### src/rtl/srr_pkg.sv
// Shared types and constants for the sequence reorder release block.
// No dependencies; imported by srr_table, sequence_reorder_release and the testbench.
`default_nettype none

package srr_pkg;

	localparam int TABLE_DEPTH_DEF = 32;
	localparam int TAG_WIDTH_DEF   = 16;

	localparam int ID_W       = 32;
	localparam int LIMIT_W    = 6;
	localparam int CMD_W      = 2;
	localparam int KIND_W     = 3;
	localparam int CFG_IDX_W  = 1;
	localparam int CFG_DATA_W = 32;

	// commands
	localparam logic [CMD_W-1:0] CMD_DISPATCH = 2'd0;
	localparam logic [CMD_W-1:0] CMD_STORE    = 2'd1;
	localparam logic [CMD_W-1:0] CMD_DRAIN    = 2'd2;

	// result kinds
	localparam logic [KIND_W-1:0] KIND_RELEASED   = 3'd0;
	localparam logic [KIND_W-1:0] KIND_DRAIN_DONE = 3'd1;
	localparam logic [KIND_W-1:0] KIND_STORED     = 3'd2;
	localparam logic [KIND_W-1:0] KIND_STALE      = 3'd3;
	localparam logic [KIND_W-1:0] KIND_FULL       = 3'd4;
	localparam logic [KIND_W-1:0] KIND_DISPATCH   = 3'd5;

	// configuration register indexes
	localparam logic [CFG_IDX_W-1:0] REG_WINDOW = 1'b0;
	localparam logic [CFG_IDX_W-1:0] REG_LIMIT  = 1'b1;

	localparam logic [ID_W-1:0]    WINDOW_RST = 32'd4;
	localparam logic [LIMIT_W-1:0] LIMIT_RST  = 6'd32;

	// sequencer to table
	typedef struct packed {
		logic start;    // begin a sweep over all entries
		logic bounded;  // min search restricted to key < id < bound
		logic purge;    // drop entries below key during the sweep
		logic wr_en;
		logic clr_en;
	} tbl_ctl_t;

	// table to sequencer
	typedef struct packed {
		logic done;        // sweep finished, accumulators final
		logic hit;         // a valid entry matched key
		logic free;        // a free slot exists
		logic best_found;  // min search found an entry
	} tbl_stat_t;

endpackage

`default_nettype wire

### src/rtl/srr_table.sv
// Entry table: id/tag memory, valid bits and one compare unit swept over entries.
// Depends on srr_pkg.
`default_nettype none

module srr_table
	import srr_pkg::*;
#(
	parameter int TABLE_DEPTH = TABLE_DEPTH_DEF,
	parameter int TAG_WIDTH   = TAG_WIDTH_DEF,
	localparam int AW = $clog2(TABLE_DEPTH),
	localparam int CW = $clog2(TABLE_DEPTH + 1)
) (
	input  wire                 clk,
	input  wire                 arst_n,
	input  tbl_ctl_t            ctl,
	input  wire [ID_W-1:0]      key,
	input  wire [ID_W-1:0]      bound,
	input  wire [AW-1:0]        wr_idx,
	input  wire [ID_W-1:0]      wr_id,
	input  wire [TAG_WIDTH-1:0] wr_tag,
	input  wire [AW-1:0]        clr_idx,
	output tbl_stat_t           stat,
	output logic [AW-1:0]       hit_idx,
	output logic [TAG_WIDTH-1:0] hit_tag,
	output logic [AW-1:0]       free_idx,
	output logic [AW-1:0]       best_idx,
	output logic [ID_W-1:0]     best_id,
	output logic [CW-1:0]       count
);

	localparam logic [AW-1:0] LAST_IDX = AW'(TABLE_DEPTH - 1);

	logic [ID_W-1:0]      id_mem  [TABLE_DEPTH];
	logic [TAG_WIDTH-1:0] tag_mem [TABLE_DEPTH];
	logic [TABLE_DEPTH-1:0] vld_q;

	logic [AW-1:0]        ptr_q;
	logic                 issue_q;
	logic                 pipe_s1;
	logic [AW-1:0]        idx_s1;
	logic [ID_W-1:0]      rd_id_s1;
	logic [TAG_WIDTH-1:0] rd_tag_s1;

	logic                 bounded_q, purge_q;
	logic                 done_q, hit_q, free_q, best_found_q;
	logic [AW-1:0]        hit_idx_q, free_idx_q, best_idx_q;
	logic [TAG_WIDTH-1:0] hit_tag_q;
	logic [ID_W-1:0]      best_id_q;
	logic [CW-1:0]        count_q;

	logic ent_v, eq_key, lt_key, in_rng, lt_best;

	always_comb begin
		ent_v   = vld_q[idx_s1];
		eq_key  = (rd_id_s1 == key);
		lt_key  = (rd_id_s1 < key);
		in_rng  = !bounded_q || ((rd_id_s1 > key) && (rd_id_s1 < bound));
		lt_best = (rd_id_s1 < best_id_q);
	end

	// memory: one write port, one registered read port driven by the sweep pointer
	always_ff @(posedge clk) begin
		if (ctl.wr_en) begin
			id_mem[wr_idx]  <= wr_id;
			tag_mem[wr_idx] <= wr_tag;
		end
		if (issue_q) begin
			rd_id_s1  <= id_mem[ptr_q];
			rd_tag_s1 <= tag_mem[ptr_q];
			idx_s1    <= ptr_q;
		end
	end

	always_ff @(posedge clk or negedge arst_n) begin
		if (!arst_n) begin
			vld_q <= '0;
		end else begin
			if (ctl.wr_en)
				vld_q[wr_idx] <= 1'b1;
			if (ctl.clr_en)
				vld_q[clr_idx] <= 1'b0;
			if (pipe_s1 && purge_q && ent_v && lt_key)
				vld_q[idx_s1] <= 1'b0;
		end
	end

	always_ff @(posedge clk or negedge arst_n) begin
		if (!arst_n) begin
			ptr_q        <= '0;
			issue_q      <= 1'b0;
			pipe_s1      <= 1'b0;
			done_q       <= 1'b0;
			bounded_q    <= 1'b0;
			purge_q      <= 1'b0;
			hit_q        <= 1'b0;
			free_q       <= 1'b0;
			best_found_q <= 1'b0;
			count_q      <= '0;
		end else begin
			pipe_s1 <= issue_q;
			done_q  <= pipe_s1 && (idx_s1 == LAST_IDX);
			if (ctl.start) begin
				ptr_q        <= '0;
				issue_q      <= 1'b1;
				bounded_q    <= ctl.bounded;
				purge_q      <= ctl.purge;
				hit_q        <= 1'b0;
				free_q       <= 1'b0;
				best_found_q <= 1'b0;
				count_q      <= '0;
			end else begin
				if (issue_q) begin
					if (ptr_q == LAST_IDX)
						issue_q <= 1'b0;
					else
						ptr_q <= ptr_q + AW'(1);
				end
				if (pipe_s1) begin
					if (ent_v && eq_key && !hit_q)
						hit_q <= 1'b1;
					if (!ent_v && !free_q)
						free_q <= 1'b1;
					if (ent_v && in_rng)
						best_found_q <= 1'b1;
					if (ent_v && !(purge_q && lt_key))
						count_q <= count_q + CW'(1);
				end
			end
		end
	end

	// accumulator payloads, qualified by the flags above
	always_ff @(posedge clk) begin
		if (pipe_s1 && !ctl.start) begin
			if (ent_v && eq_key && !hit_q) begin
				hit_idx_q <= idx_s1;
				hit_tag_q <= rd_tag_s1;
			end
			if (!ent_v && !free_q)
				free_idx_q <= idx_s1;
			// strict compare keeps the lowest index on equal ids
			if (ent_v && in_rng && (!best_found_q || lt_best)) begin
				best_idx_q <= idx_s1;
				best_id_q  <= rd_id_s1;
			end
		end
	end

	always_comb begin
		stat.done       = done_q;
		stat.hit        = hit_q;
		stat.free       = free_q;
		stat.best_found = best_found_q;
	end

	assign hit_idx  = hit_idx_q;
	assign hit_tag  = hit_tag_q;
	assign free_idx = free_idx_q;
	assign best_idx = best_idx_q;
	assign best_id  = best_id_q;
	assign count    = count_q;

endmodule

`default_nettype wire

### src/rtl/sequence_reorder_release.sv
// Sequence reorder release: top level with command sequencer and output register.
// Depends on srr_pkg and srr_table.
//
// Items enter on item_valid/item_stall with command, seq_id and payload; results
// leave on result_valid/result_stall with kind, frame_id_out, payload_out and last.
// Every item but an unknown command gives one or more results; last marks the final one.
// Registers are written through cfg_we/cfg_index/cfg_data; the user must do so only
// while the block is idle, which the block itself does not enforce.
//
// One item is taken at a time; item_stall is high until the sequencer is back in idle.
// All table work is done by sweeping the entries through a single compare unit, one
// entry a cycle. Steps from one accepted item to the next:
//   dispatch, stale result: the result is registered, then the sequencer returns to idle
//   store:                  one sweep, then the result
//   drain:                  one sweep for the first id if there is no next id yet,
//                           one sweep per release or skip plus one that ends the search,
//                           a purge sweep, one sweep per eviction, a result per release,
//                           then the final check, the result and the return to idle
// A stalled receiver holds the result register; the sequencer waits before each release
// and before the final result, so nothing is lost.
// Reset clears all valid bits and tracking state at once; no clearing pass is needed.
// Registers reset to a window of 4 and a pending limit of 32.
`default_nettype none

module sequence_reorder_release
	import srr_pkg::*;
#(
	parameter int TABLE_DEPTH = TABLE_DEPTH_DEF,
	parameter int TAG_WIDTH   = TAG_WIDTH_DEF
) (
	input  wire                   clk,
	input  wire                   arst_n,
	input  wire                   item_valid,
	output logic                  item_stall,
	input  wire [CMD_W-1:0]       command,
	input  wire [ID_W-1:0]        seq_id,
	input  wire [TAG_WIDTH-1:0]   payload,
	output logic                  result_valid,
	input  wire                   result_stall,
	output logic [KIND_W-1:0]     kind,
	output logic [ID_W-1:0]       frame_id_out,
	output logic [TAG_WIDTH-1:0]  payload_out,
	output logic                  last,
	input  wire                   cfg_we,
	input  wire [CFG_IDX_W-1:0]   cfg_index,
	input  wire [CFG_DATA_W-1:0]  cfg_data
);

	localparam int AW = $clog2(TABLE_DEPTH);
	localparam int CW = $clog2(TABLE_DEPTH + 1);

	localparam logic [3:0] S_IDLE       = 4'd0;
	localparam logic [3:0] S_STORE_SCAN = 4'd1;
	localparam logic [3:0] S_OUT        = 4'd2;
	localparam logic [3:0] S_MIN_SCAN   = 4'd3;
	localparam logic [3:0] S_LOOP_SCAN  = 4'd4;
	localparam logic [3:0] S_REL        = 4'd5;
	localparam logic [3:0] S_PURGE_SCAN = 4'd6;
	localparam logic [3:0] S_EVICT_CHK  = 4'd7;
	localparam logic [3:0] S_EVICT_SCAN = 4'd8;

	logic [3:0] state_q, state_d;

	logic [ID_W-1:0]    window_q;
	logic [LIMIT_W-1:0] limit_q;
	logic [ID_W-1:0]    ne_q, ld_q;
	logic               ne_valid_q, ld_valid_q;

	logic [ID_W-1:0]      fid_q;
	logic [TAG_WIDTH-1:0] tag_q;
	logic [ID_W-1:0]      target_q;
	logic [CW-1:0]        cnt_q;
	logic [KIND_W-1:0]    pend_kind_q;
	logic [ID_W-1:0]      pend_id_q;

	logic                 res_valid_q;
	logic [KIND_W-1:0]    kind_q;
	logic [ID_W-1:0]      fid_out_q;
	logic [TAG_WIDTH-1:0] pay_out_q;
	logic                 last_q;

	tbl_ctl_t             ctl;
	tbl_stat_t            stat;
	logic [ID_W-1:0]      key;
	logic [AW-1:0]        hit_idx, free_idx, best_idx, clr_idx, wr_idx;
	logic [TAG_WIDTH-1:0] hit_tag;
	logic [ID_W-1:0]      best_id;
	logic [CW-1:0]        tbl_count;

	logic               in_acc, out_free, out_load, skip, evict_need, stale;
	logic [LIMIT_W-1:0] lim;

	assign item_stall = (state_q != S_IDLE);
	assign in_acc     = item_valid && !item_stall;
	assign out_free   = !res_valid_q || !result_stall;
	assign out_load   = ((state_q == S_OUT) || (state_q == S_REL)) && out_free;
	assign stale      = ne_valid_q && (seq_id < ne_q);

	// skip a missing id while latest dispatched runs more than the window ahead
	assign skip       = ld_valid_q && (ld_q > ne_q) && ((ld_q - ne_q) > window_q);
	assign lim        = (limit_q == '0) ? LIMIT_W'(1) : limit_q;
	assign evict_need = (LIMIT_W'(cnt_q) > lim);

	assign key     = (state_q == S_STORE_SCAN) ? fid_q : ne_q;
	assign wr_idx  = stat.hit ? hit_idx : free_idx;
	assign clr_idx = (state_q == S_REL) ? hit_idx : best_idx;

	always_comb begin
		state_d = state_q;
		ctl     = '0;
		unique case (state_q)
			S_IDLE: begin
				if (in_acc) begin
					unique case (command)
						CMD_DISPATCH: state_d = S_OUT;
						CMD_STORE: begin
							if (stale) begin
								state_d = S_OUT;
							end else begin
								ctl.start = 1'b1;
								state_d   = S_STORE_SCAN;
							end
						end
						CMD_DRAIN: begin
							ctl.start   = 1'b1;
							ctl.bounded = ne_valid_q;
							state_d     = ne_valid_q ? S_LOOP_SCAN : S_MIN_SCAN;
						end
						default: state_d = S_IDLE;
					endcase
				end
			end
			S_STORE_SCAN: begin
				if (stat.done) begin
					ctl.wr_en = stat.hit || stat.free;
					state_d   = S_OUT;
				end
			end
			S_OUT: begin
				if (out_free)
					state_d = S_IDLE;
			end
			S_MIN_SCAN: begin
				if (stat.done) begin
					ctl.start = 1'b1;
					if (stat.best_found) begin
						ctl.bounded = 1'b1;
						state_d     = S_LOOP_SCAN;
					end else begin
						state_d = S_PURGE_SCAN;
					end
				end
			end
			S_LOOP_SCAN: begin
				if (stat.done) begin
					if (stat.hit) begin
						state_d = S_REL;
					end else if (skip) begin
						ctl.start   = 1'b1;
						ctl.bounded = 1'b1;
					end else begin
						ctl.start = 1'b1;
						ctl.purge = 1'b1;
						state_d   = S_PURGE_SCAN;
					end
				end
			end
			S_REL: begin
				if (out_free) begin
					ctl.clr_en  = 1'b1;
					ctl.start   = 1'b1;
					ctl.bounded = 1'b1;
					state_d     = S_LOOP_SCAN;
				end
			end
			S_PURGE_SCAN: begin
				if (stat.done)
					state_d = S_EVICT_CHK;
			end
			S_EVICT_CHK: begin
				if (evict_need) begin
					ctl.start = 1'b1;
					state_d   = S_EVICT_SCAN;
				end else begin
					state_d = S_OUT;
				end
			end
			S_EVICT_SCAN: begin
				if (stat.done) begin
					ctl.clr_en = 1'b1;
					state_d    = S_EVICT_CHK;
				end
			end
			default: state_d = S_IDLE;
		endcase
	end

	always_ff @(posedge clk or negedge arst_n) begin
		if (!arst_n) begin
			state_q     <= S_IDLE;
			window_q    <= WINDOW_RST;
			limit_q     <= LIMIT_RST;
			ne_q        <= '0;
			ne_valid_q  <= 1'b0;
			ld_q        <= '0;
			ld_valid_q  <= 1'b0;
			res_valid_q <= 1'b0;
		end else begin
			state_q <= state_d;
			if (cfg_we) begin
				unique case (cfg_index)
					REG_WINDOW: window_q <= cfg_data[ID_W-1:0];
					REG_LIMIT:  limit_q  <= cfg_data[LIMIT_W-1:0];
					default:    window_q <= window_q;
				endcase
			end
			if (in_acc && (command == CMD_DISPATCH)) begin
				if (!ld_valid_q || (seq_id > ld_q))
					ld_q <= seq_id;
				ld_valid_q <= 1'b1;
			end
			if ((state_q == S_MIN_SCAN) && stat.done && stat.best_found) begin
				ne_q       <= best_id;
				ne_valid_q <= 1'b1;
			end
			if ((state_q == S_LOOP_SCAN) && stat.done && !stat.hit && skip)
				ne_q <= stat.best_found ? best_id : target_q;
			if ((state_q == S_REL) && out_free)
				ne_q <= ne_q + 32'd1;   // wraps past the top id
			if (out_load)
				res_valid_q <= 1'b1;
			else if (!result_stall)
				res_valid_q <= 1'b0;
		end
	end

	always_ff @(posedge clk) begin
		if (in_acc) begin
			fid_q     <= seq_id;
			tag_q     <= payload;
			target_q  <= ld_q - window_q;
			pend_id_q <= seq_id;
			pend_kind_q <= (command == CMD_DISPATCH) ? KIND_DISPATCH : KIND_STALE;
		end
		if ((state_q == S_STORE_SCAN) && stat.done)
			pend_kind_q <= (stat.hit || stat.free) ? KIND_STORED : KIND_FULL;
		if ((state_q == S_PURGE_SCAN) && stat.done)
			cnt_q <= tbl_count;
		if ((state_q == S_EVICT_SCAN) && stat.done)
			cnt_q <= cnt_q - CW'(1);
		if ((state_q == S_EVICT_CHK) && !evict_need) begin
			pend_kind_q <= KIND_DRAIN_DONE;
			pend_id_q   <= ne_valid_q ? ne_q : '0;
		end
		if (out_load) begin
			if (state_q == S_REL) begin
				kind_q    <= KIND_RELEASED;
				fid_out_q <= ne_q;
				pay_out_q <= hit_tag;
				last_q    <= 1'b0;
			end else begin
				kind_q    <= pend_kind_q;
				fid_out_q <= pend_id_q;
				pay_out_q <= '0;
				last_q    <= 1'b1;
			end
		end
	end

	srr_table #(
		.TABLE_DEPTH (TABLE_DEPTH),
		.TAG_WIDTH   (TAG_WIDTH)
	) u_table (
		.clk      (clk),
		.arst_n   (arst_n),
		.ctl      (ctl),
		.key      (key),
		.bound    (target_q),
		.wr_idx   (wr_idx),
		.wr_id    (fid_q),
		.wr_tag   (tag_q),
		.clr_idx  (clr_idx),
		.stat     (stat),
		.hit_idx  (hit_idx),
		.hit_tag  (hit_tag),
		.free_idx (free_idx),
		.best_idx (best_idx),
		.best_id  (best_id),
		.count    (tbl_count)
	);

	assign result_valid = res_valid_q;
	assign kind         = kind_q;
	assign frame_id_out = fid_out_q;
	assign payload_out  = pay_out_q;
	assign last         = last_q;

endmodule

`default_nettype wire

### config.mk
export PLATFORM = sky130hd
export DESIGN_NAME = sequence_reorder_release
export DESIGN_NICKNAME = d
export VERILOG_FILES = /design/src/rtl/srr_pkg.sv /design/src/rtl/srr_table.sv /design/src/rtl/sequence_reorder_release.sv
export SDC_FILE = /design/constraint.sdc
export NUM_CORES = 2
export LEC_CHECK = 0
export BUFFER_PORTS_ARGS = -buffer_cell sky130_fd_sc_hd__buf_2
export CAP_MARGIN = 30
export CORE_MARGIN = 4
export CORE_UTILIZATION = 52
export DETAILED_ROUTE_END_ITERATION = 8
export PLACE_DENSITY = 0.73
export SYNTH_ARGS = -nofsm -noshare
export SYNTH_HDL_FRONTEND = slang
export SYNTH_SLANG_ARGS = --single-unit
### constraint.sdc
create_clock -name clk -period 7.3 [get_ports clk]
set_input_delay 0.365 -clock clk [delete_from_list [all_inputs] [get_ports clk]]
set_output_delay 0.365 -clock clk [all_outputs]
set_load 0.005 [all_outputs]
==> metrics.log <==
INFO  metric crit_path_max_fanout = 24
INFO  metric placeableCoreArea = about 160000 µm²
INFO  metric ys_dominant_reg_cell = sky130_fd_sc_hd__edfxtp_1
INFO  metric synth_top_family_by_area = multiplexers
INFO  metric antenna_violations_before_repair = 4
INFO  metric syn_area = ~84000 µm²
INFO  metric final.hold.worst_slack = 0.0688 ns
INFO  metric timing.critical_path.to_type = flop
INFO  metric dp_hpwl = between 100000 and 150000 µm
INFO  metric yosys.area.top_type_share = 65.1%
INFO  metric drt_first_iter_violations = 5592
INFO  metric hold_path.class = input pin to asynchronous set/reset pin
INFO  metric worst_slew_pin_slew = 1.06 ns
INFO  metric cp_data_arrival_time = ~7 ns
INFO  metric grt_max_degree = 109
INFO  metric die_height = 410 µm
INFO  metric fmax = 155 MHz
INFO  metric post_synthesis_mux_area_share = approximately 15%
INFO  metric power.density_cell_area = 363 nW/µm²
INFO  metric total_leakage_power = 33.3 nW
INFO  metric finalClockSkew = around 0.063 ns
INFO  metric tns = 0 ns
INFO  metric floorplan.initialDensity = 52.3%
INFO  metric post-cts-setup-buffer-count = 0
INFO  metric ys_ff_latch = 1985
INFO  metric share_of_final_layout_standard_cells_stronger_than_drive_strength_1 = 22.9%
INFO  metric vias_per_cell = 6.25
INFO  metric critical_path.startpoint_type = flop
INFO  metric vdd_drop_max = 290 µV
INFO  metric critical_path_class = flop to flop
INFO  metric port_buffers = 141
INFO  metric grt-ovfl-total = 0
INFO  metric grt_util_met3 = between 4 and 5%
INFO  metric post_dp_cell_area = a little under 90000 µm²
INFO  metric power.share.switching = 30.1%
INFO  metric number_of_fill_cells = ~11000
INFO  metric slew_viol_final = 0
INFO  metric layout.cells.non_filler = 7366
INFO  metric final_core_utilization = 60.0%
INFO  metric finalNetCount = 5398
INFO  metric switching_component_of_the_power = 10.5 mW
INFO  metric die_width = 410 µm
INFO  metric yosys.area_share.simple = 4.07%
INFO  metric rows = 147
INFO  metric final_hold_viol_count = 0
INFO  metric antenna_violating_nets_post_route = 0
INFO  metric setup-violations-final = 0
INFO  metric cts.sinks = between 1500 and 2000
INFO  metric synthesis.nets = 5035
INFO  metric route.vias.total = 46000
INFO  metric cts.reportedPaths.clkPinSlew = 0.06 ns
INFO  metric cts-htree-levels = 4
INFO  metric share_of_the_synthesized_area_in_compound_gates_ao_oa_aoi_oai = roughly 4.5%
INFO  metric clock-root-buffer = sky130_fd_sc_hd__clkbuf_16
INFO  metric synth.top_cells.by_area = sky130_fd_sc_hd__edfxtp_1, sky130_fd_sc_hd__mux4_2, sky130_fd_sc_hd__dfrtp_1, sky130_fd_sc_hd__ha_1, sky130_fd_sc_hd__nand2_1
INFO  metric die_area = 168000 µm²
INFO  metric reg2reg_depth = 23
INFO  metric xor_xnor_share_of_the_synthesized_area = 0.751%
INFO  metric min_period_over_period = 88.6%
INFO  metric synthAdderAreaFrac = 4.03%
INFO  metric cts_tree = done
INFO  metric post-synth-top-area-cell = sky130_fd_sc_hd__edfxtp_1
INFO  metric areaGrowthSynthToFinish = 14.7%
INFO  metric syn_area_per_cell = about 18 µm²
INFO  metric synth_most_common_cell = sky130_fd_sc_hd__edfxtp_1
INFO  metric grt.met2_usage = 41.8%
INFO  metric number_of_distinct_library_cells_after_synthesis = 79
INFO  metric pwr-share-clk = 29.3%
INFO  metric busiest_layer = met2
INFO  metric gp_congestion = between 0.9 and 1
INFO  metric place_ws = 0.904 ns
INFO  metric gr-usage-all-layers = 25.3%
INFO  metric avgRoutedWirePerCell = about 29 µm
INFO  metric drt_pre_antenna_iters = 6
INFO  metric netlist_instances = about 4700
INFO  metric yosysWarnings = 0
INFO  metric postSynth.asyncResetShare = under 10%
INFO  metric global_route.usage.met1 = 35.1%
INFO  metric number_of_synthesized_flops_with_an_enable_pin = 1822
INFO  metric cell_internal_pwr = 24.5 mW
INFO  metric outcome = complete, no violations
INFO  metric fin_crit = roughly 6.5 ns
INFO  metric routed_wl = ~210000 µm
INFO  metric critical_path_required = 7.99 ns
INFO  metric placed_cells = roughly 6900
INFO  metric seq_area_frac_synth = 70.0%
INFO  metric grt_setup_unrepaired = no
INFO  metric clock_insertion_delay_worst_skew = around 0.84 ns
INFO  metric top_ports = 142
INFO  metric slew_headroom = 29.6%
INFO  metric setup_ws = around 0.83 ns
INFO  metric power.total = 35.0 mW
INFO  metric power_frac_comb = 28.8%
INFO  metric numCtsBuffers = 196
INFO  metric stdcell_area = around 96000 µm²
INFO  metric grt_first_pass_wirelength = about 310000 µm
INFO  metric synth_commonest_cells = sky130_fd_sc_hd__edfxtp_1, sky130_fd_sc_hd__mux4_2, sky130_fd_sc_hd__nand2_1, sky130_fd_sc_hd__ha_1, sky130_fd_sc_hd__inv_1
INFO  metric number_of_global_route_vias_before_repair = between 40000 and 50000
INFO  metric power.share.sequential = 41.9%
INFO  metric route.detailed.drc = 0
INFO  metric clk_path_buf_depth = 3
INFO  metric timing.max_cap.violations = 0
==> placed cells by master (no fill, tap or decap), drive strengths merged, types with 75 or more instances in the layout <==
cell	count
a21oi	193
buf	269
clkbuf	245
clkinv	77
dfrtp	158
dlygate4sd3	83
edfxtp	1822
ha	267
inv	205
mux2	94
mux4	488
nand2	287
nand3	75
nor2	149
o21ai	172
==> final cells by class <==
cell class / count / area, µm² / share of cell area (%)
inverters: 197 / 742 / 0.771
clock inverters: 117 / 1370 / 1.42
clock buffers: 244 / 5200 / 5.40
repair buffers: 353 / 3460 / 3.60
multi-input cells: 2308 / 24000 / 24.9
well taps: 2160 / 2700 / 2.81
flip-flops and latches: 1985 / 58800 / 61.1
diodes: 2 / 5.00 / 0.00520
==> registers in the layout, indices dropped and copies added, names as in the netlist, 32 cells and up <==
| signal | count |
|---|---|
| target_q | 32 |
| u_table.id_mem | 1024 |
| ld_q | 32 |
| pend_id_q | 32 |
| fid_q | 32 |
| ne_q | 32 |
| u_table.tag_mem | 512 |
| frame_id_out | 32 |
| u_table.vld_q | 32 |
| u_table.rd_id_s1 | 32 |
| u_table.best_id | 32 |
| window_q | 32 |
==> power by group through the flow <==
stage | clock (mW) | sequential (mW) | combinational [mW]
floorplan | 0 | 14.4 | 7.28
global placement | 0 | 15.0 | 9.49
detailed placement | 0 | 15.0 | 9.78
CTS | 10.4 | 14.7 | 9.96
global route | 10.9 | 14.7 | 11.0
finish | 10.3 | 14.6 | 10.1
==> kinds of logic (layout without fill, tap and decap cells) <==
family,Yosys count,after routing
flops,1985,1985
simple gates,730,730
mux,627,627
compound gates,610,610
buf+inv,385,911
fa+ha+maj,269,269
xor+xnor,72,72
other cells,0,2
==> metal layers <==
metal  wire (µm)  vias up
met3       18200      351
met1       82900    23800
li1            -    19500
met4        5850        0
met5           0        -
met2      105000     2413
==> repair_timing <==
| action | 4_1_cts | 5_1_grt |
|---|---|---|
| endpoints found under the hold margin | 253 | 0 |
| hold buffers | 83 | 0 |
| setup endpoints to repair | 0 | 0 |
| resized for setup | 0 | 0 |
==> worst max-delay path, cell delays in order, from the launching register on <==
cell	delay [ns]
sky130_fd_sc_hd__dfrtp_1	0.49
sky130_fd_sc_hd__ha_1	0.29
sky130_fd_sc_hd__fa_1	0.40
sky130_fd_sc_hd__nand2b_1	0.18
sky130_fd_sc_hd__a21oi_1	0.20
sky130_fd_sc_hd__o21ai_1	0.16
sky130_fd_sc_hd__a21oi_1	0.32
sky130_fd_sc_hd__a221oi_1	0.13
sky130_fd_sc_hd__buf_4	0.17
sky130_fd_sc_hd__o31ai_1	0.45
sky130_fd_sc_hd__a21oi_1	0.18
sky130_fd_sc_hd__o2bb2ai_1	0.17
sky130_fd_sc_hd__xnor2_1	0.13
sky130_fd_sc_hd__ha_1	0.32
sky130_fd_sc_hd__nand4_1	0.14
sky130_fd_sc_hd__nor4_1	0.53
sky130_fd_sc_hd__nand2_1	0.14
sky130_fd_sc_hd__a31o_2	0.25
sky130_fd_sc_hd__a21oi_2	0.38
sky130_fd_sc_hd__o21a_1	0.33
sky130_fd_sc_hd__a21o_1	0.36
sky130_fd_sc_hd__buf_4	0.35
sky130_fd_sc_hd__a21oi_1	0.12
sky130_fd_sc_hd__o21a_1	0.12
==> final timing paths <==
path	start	end	slack, ns
setup / recovery	ne_q[0]	ne_q[23]	0.83
max in group asynchronous	arst_n	u_table.ptr_q[0]	5.59
min in group clk	cfg_we	limit_q[3]	0.11
setup reg to reg	ne_q[0]	ne_q[23]	0.83
hold reg to reg	u_table.rd_tag_s1[11]	u_table.hit_tag[11]	0.42
hold / removal	arst_n	window_q[6]	0.07
Power figures use the tool's default switching activity.
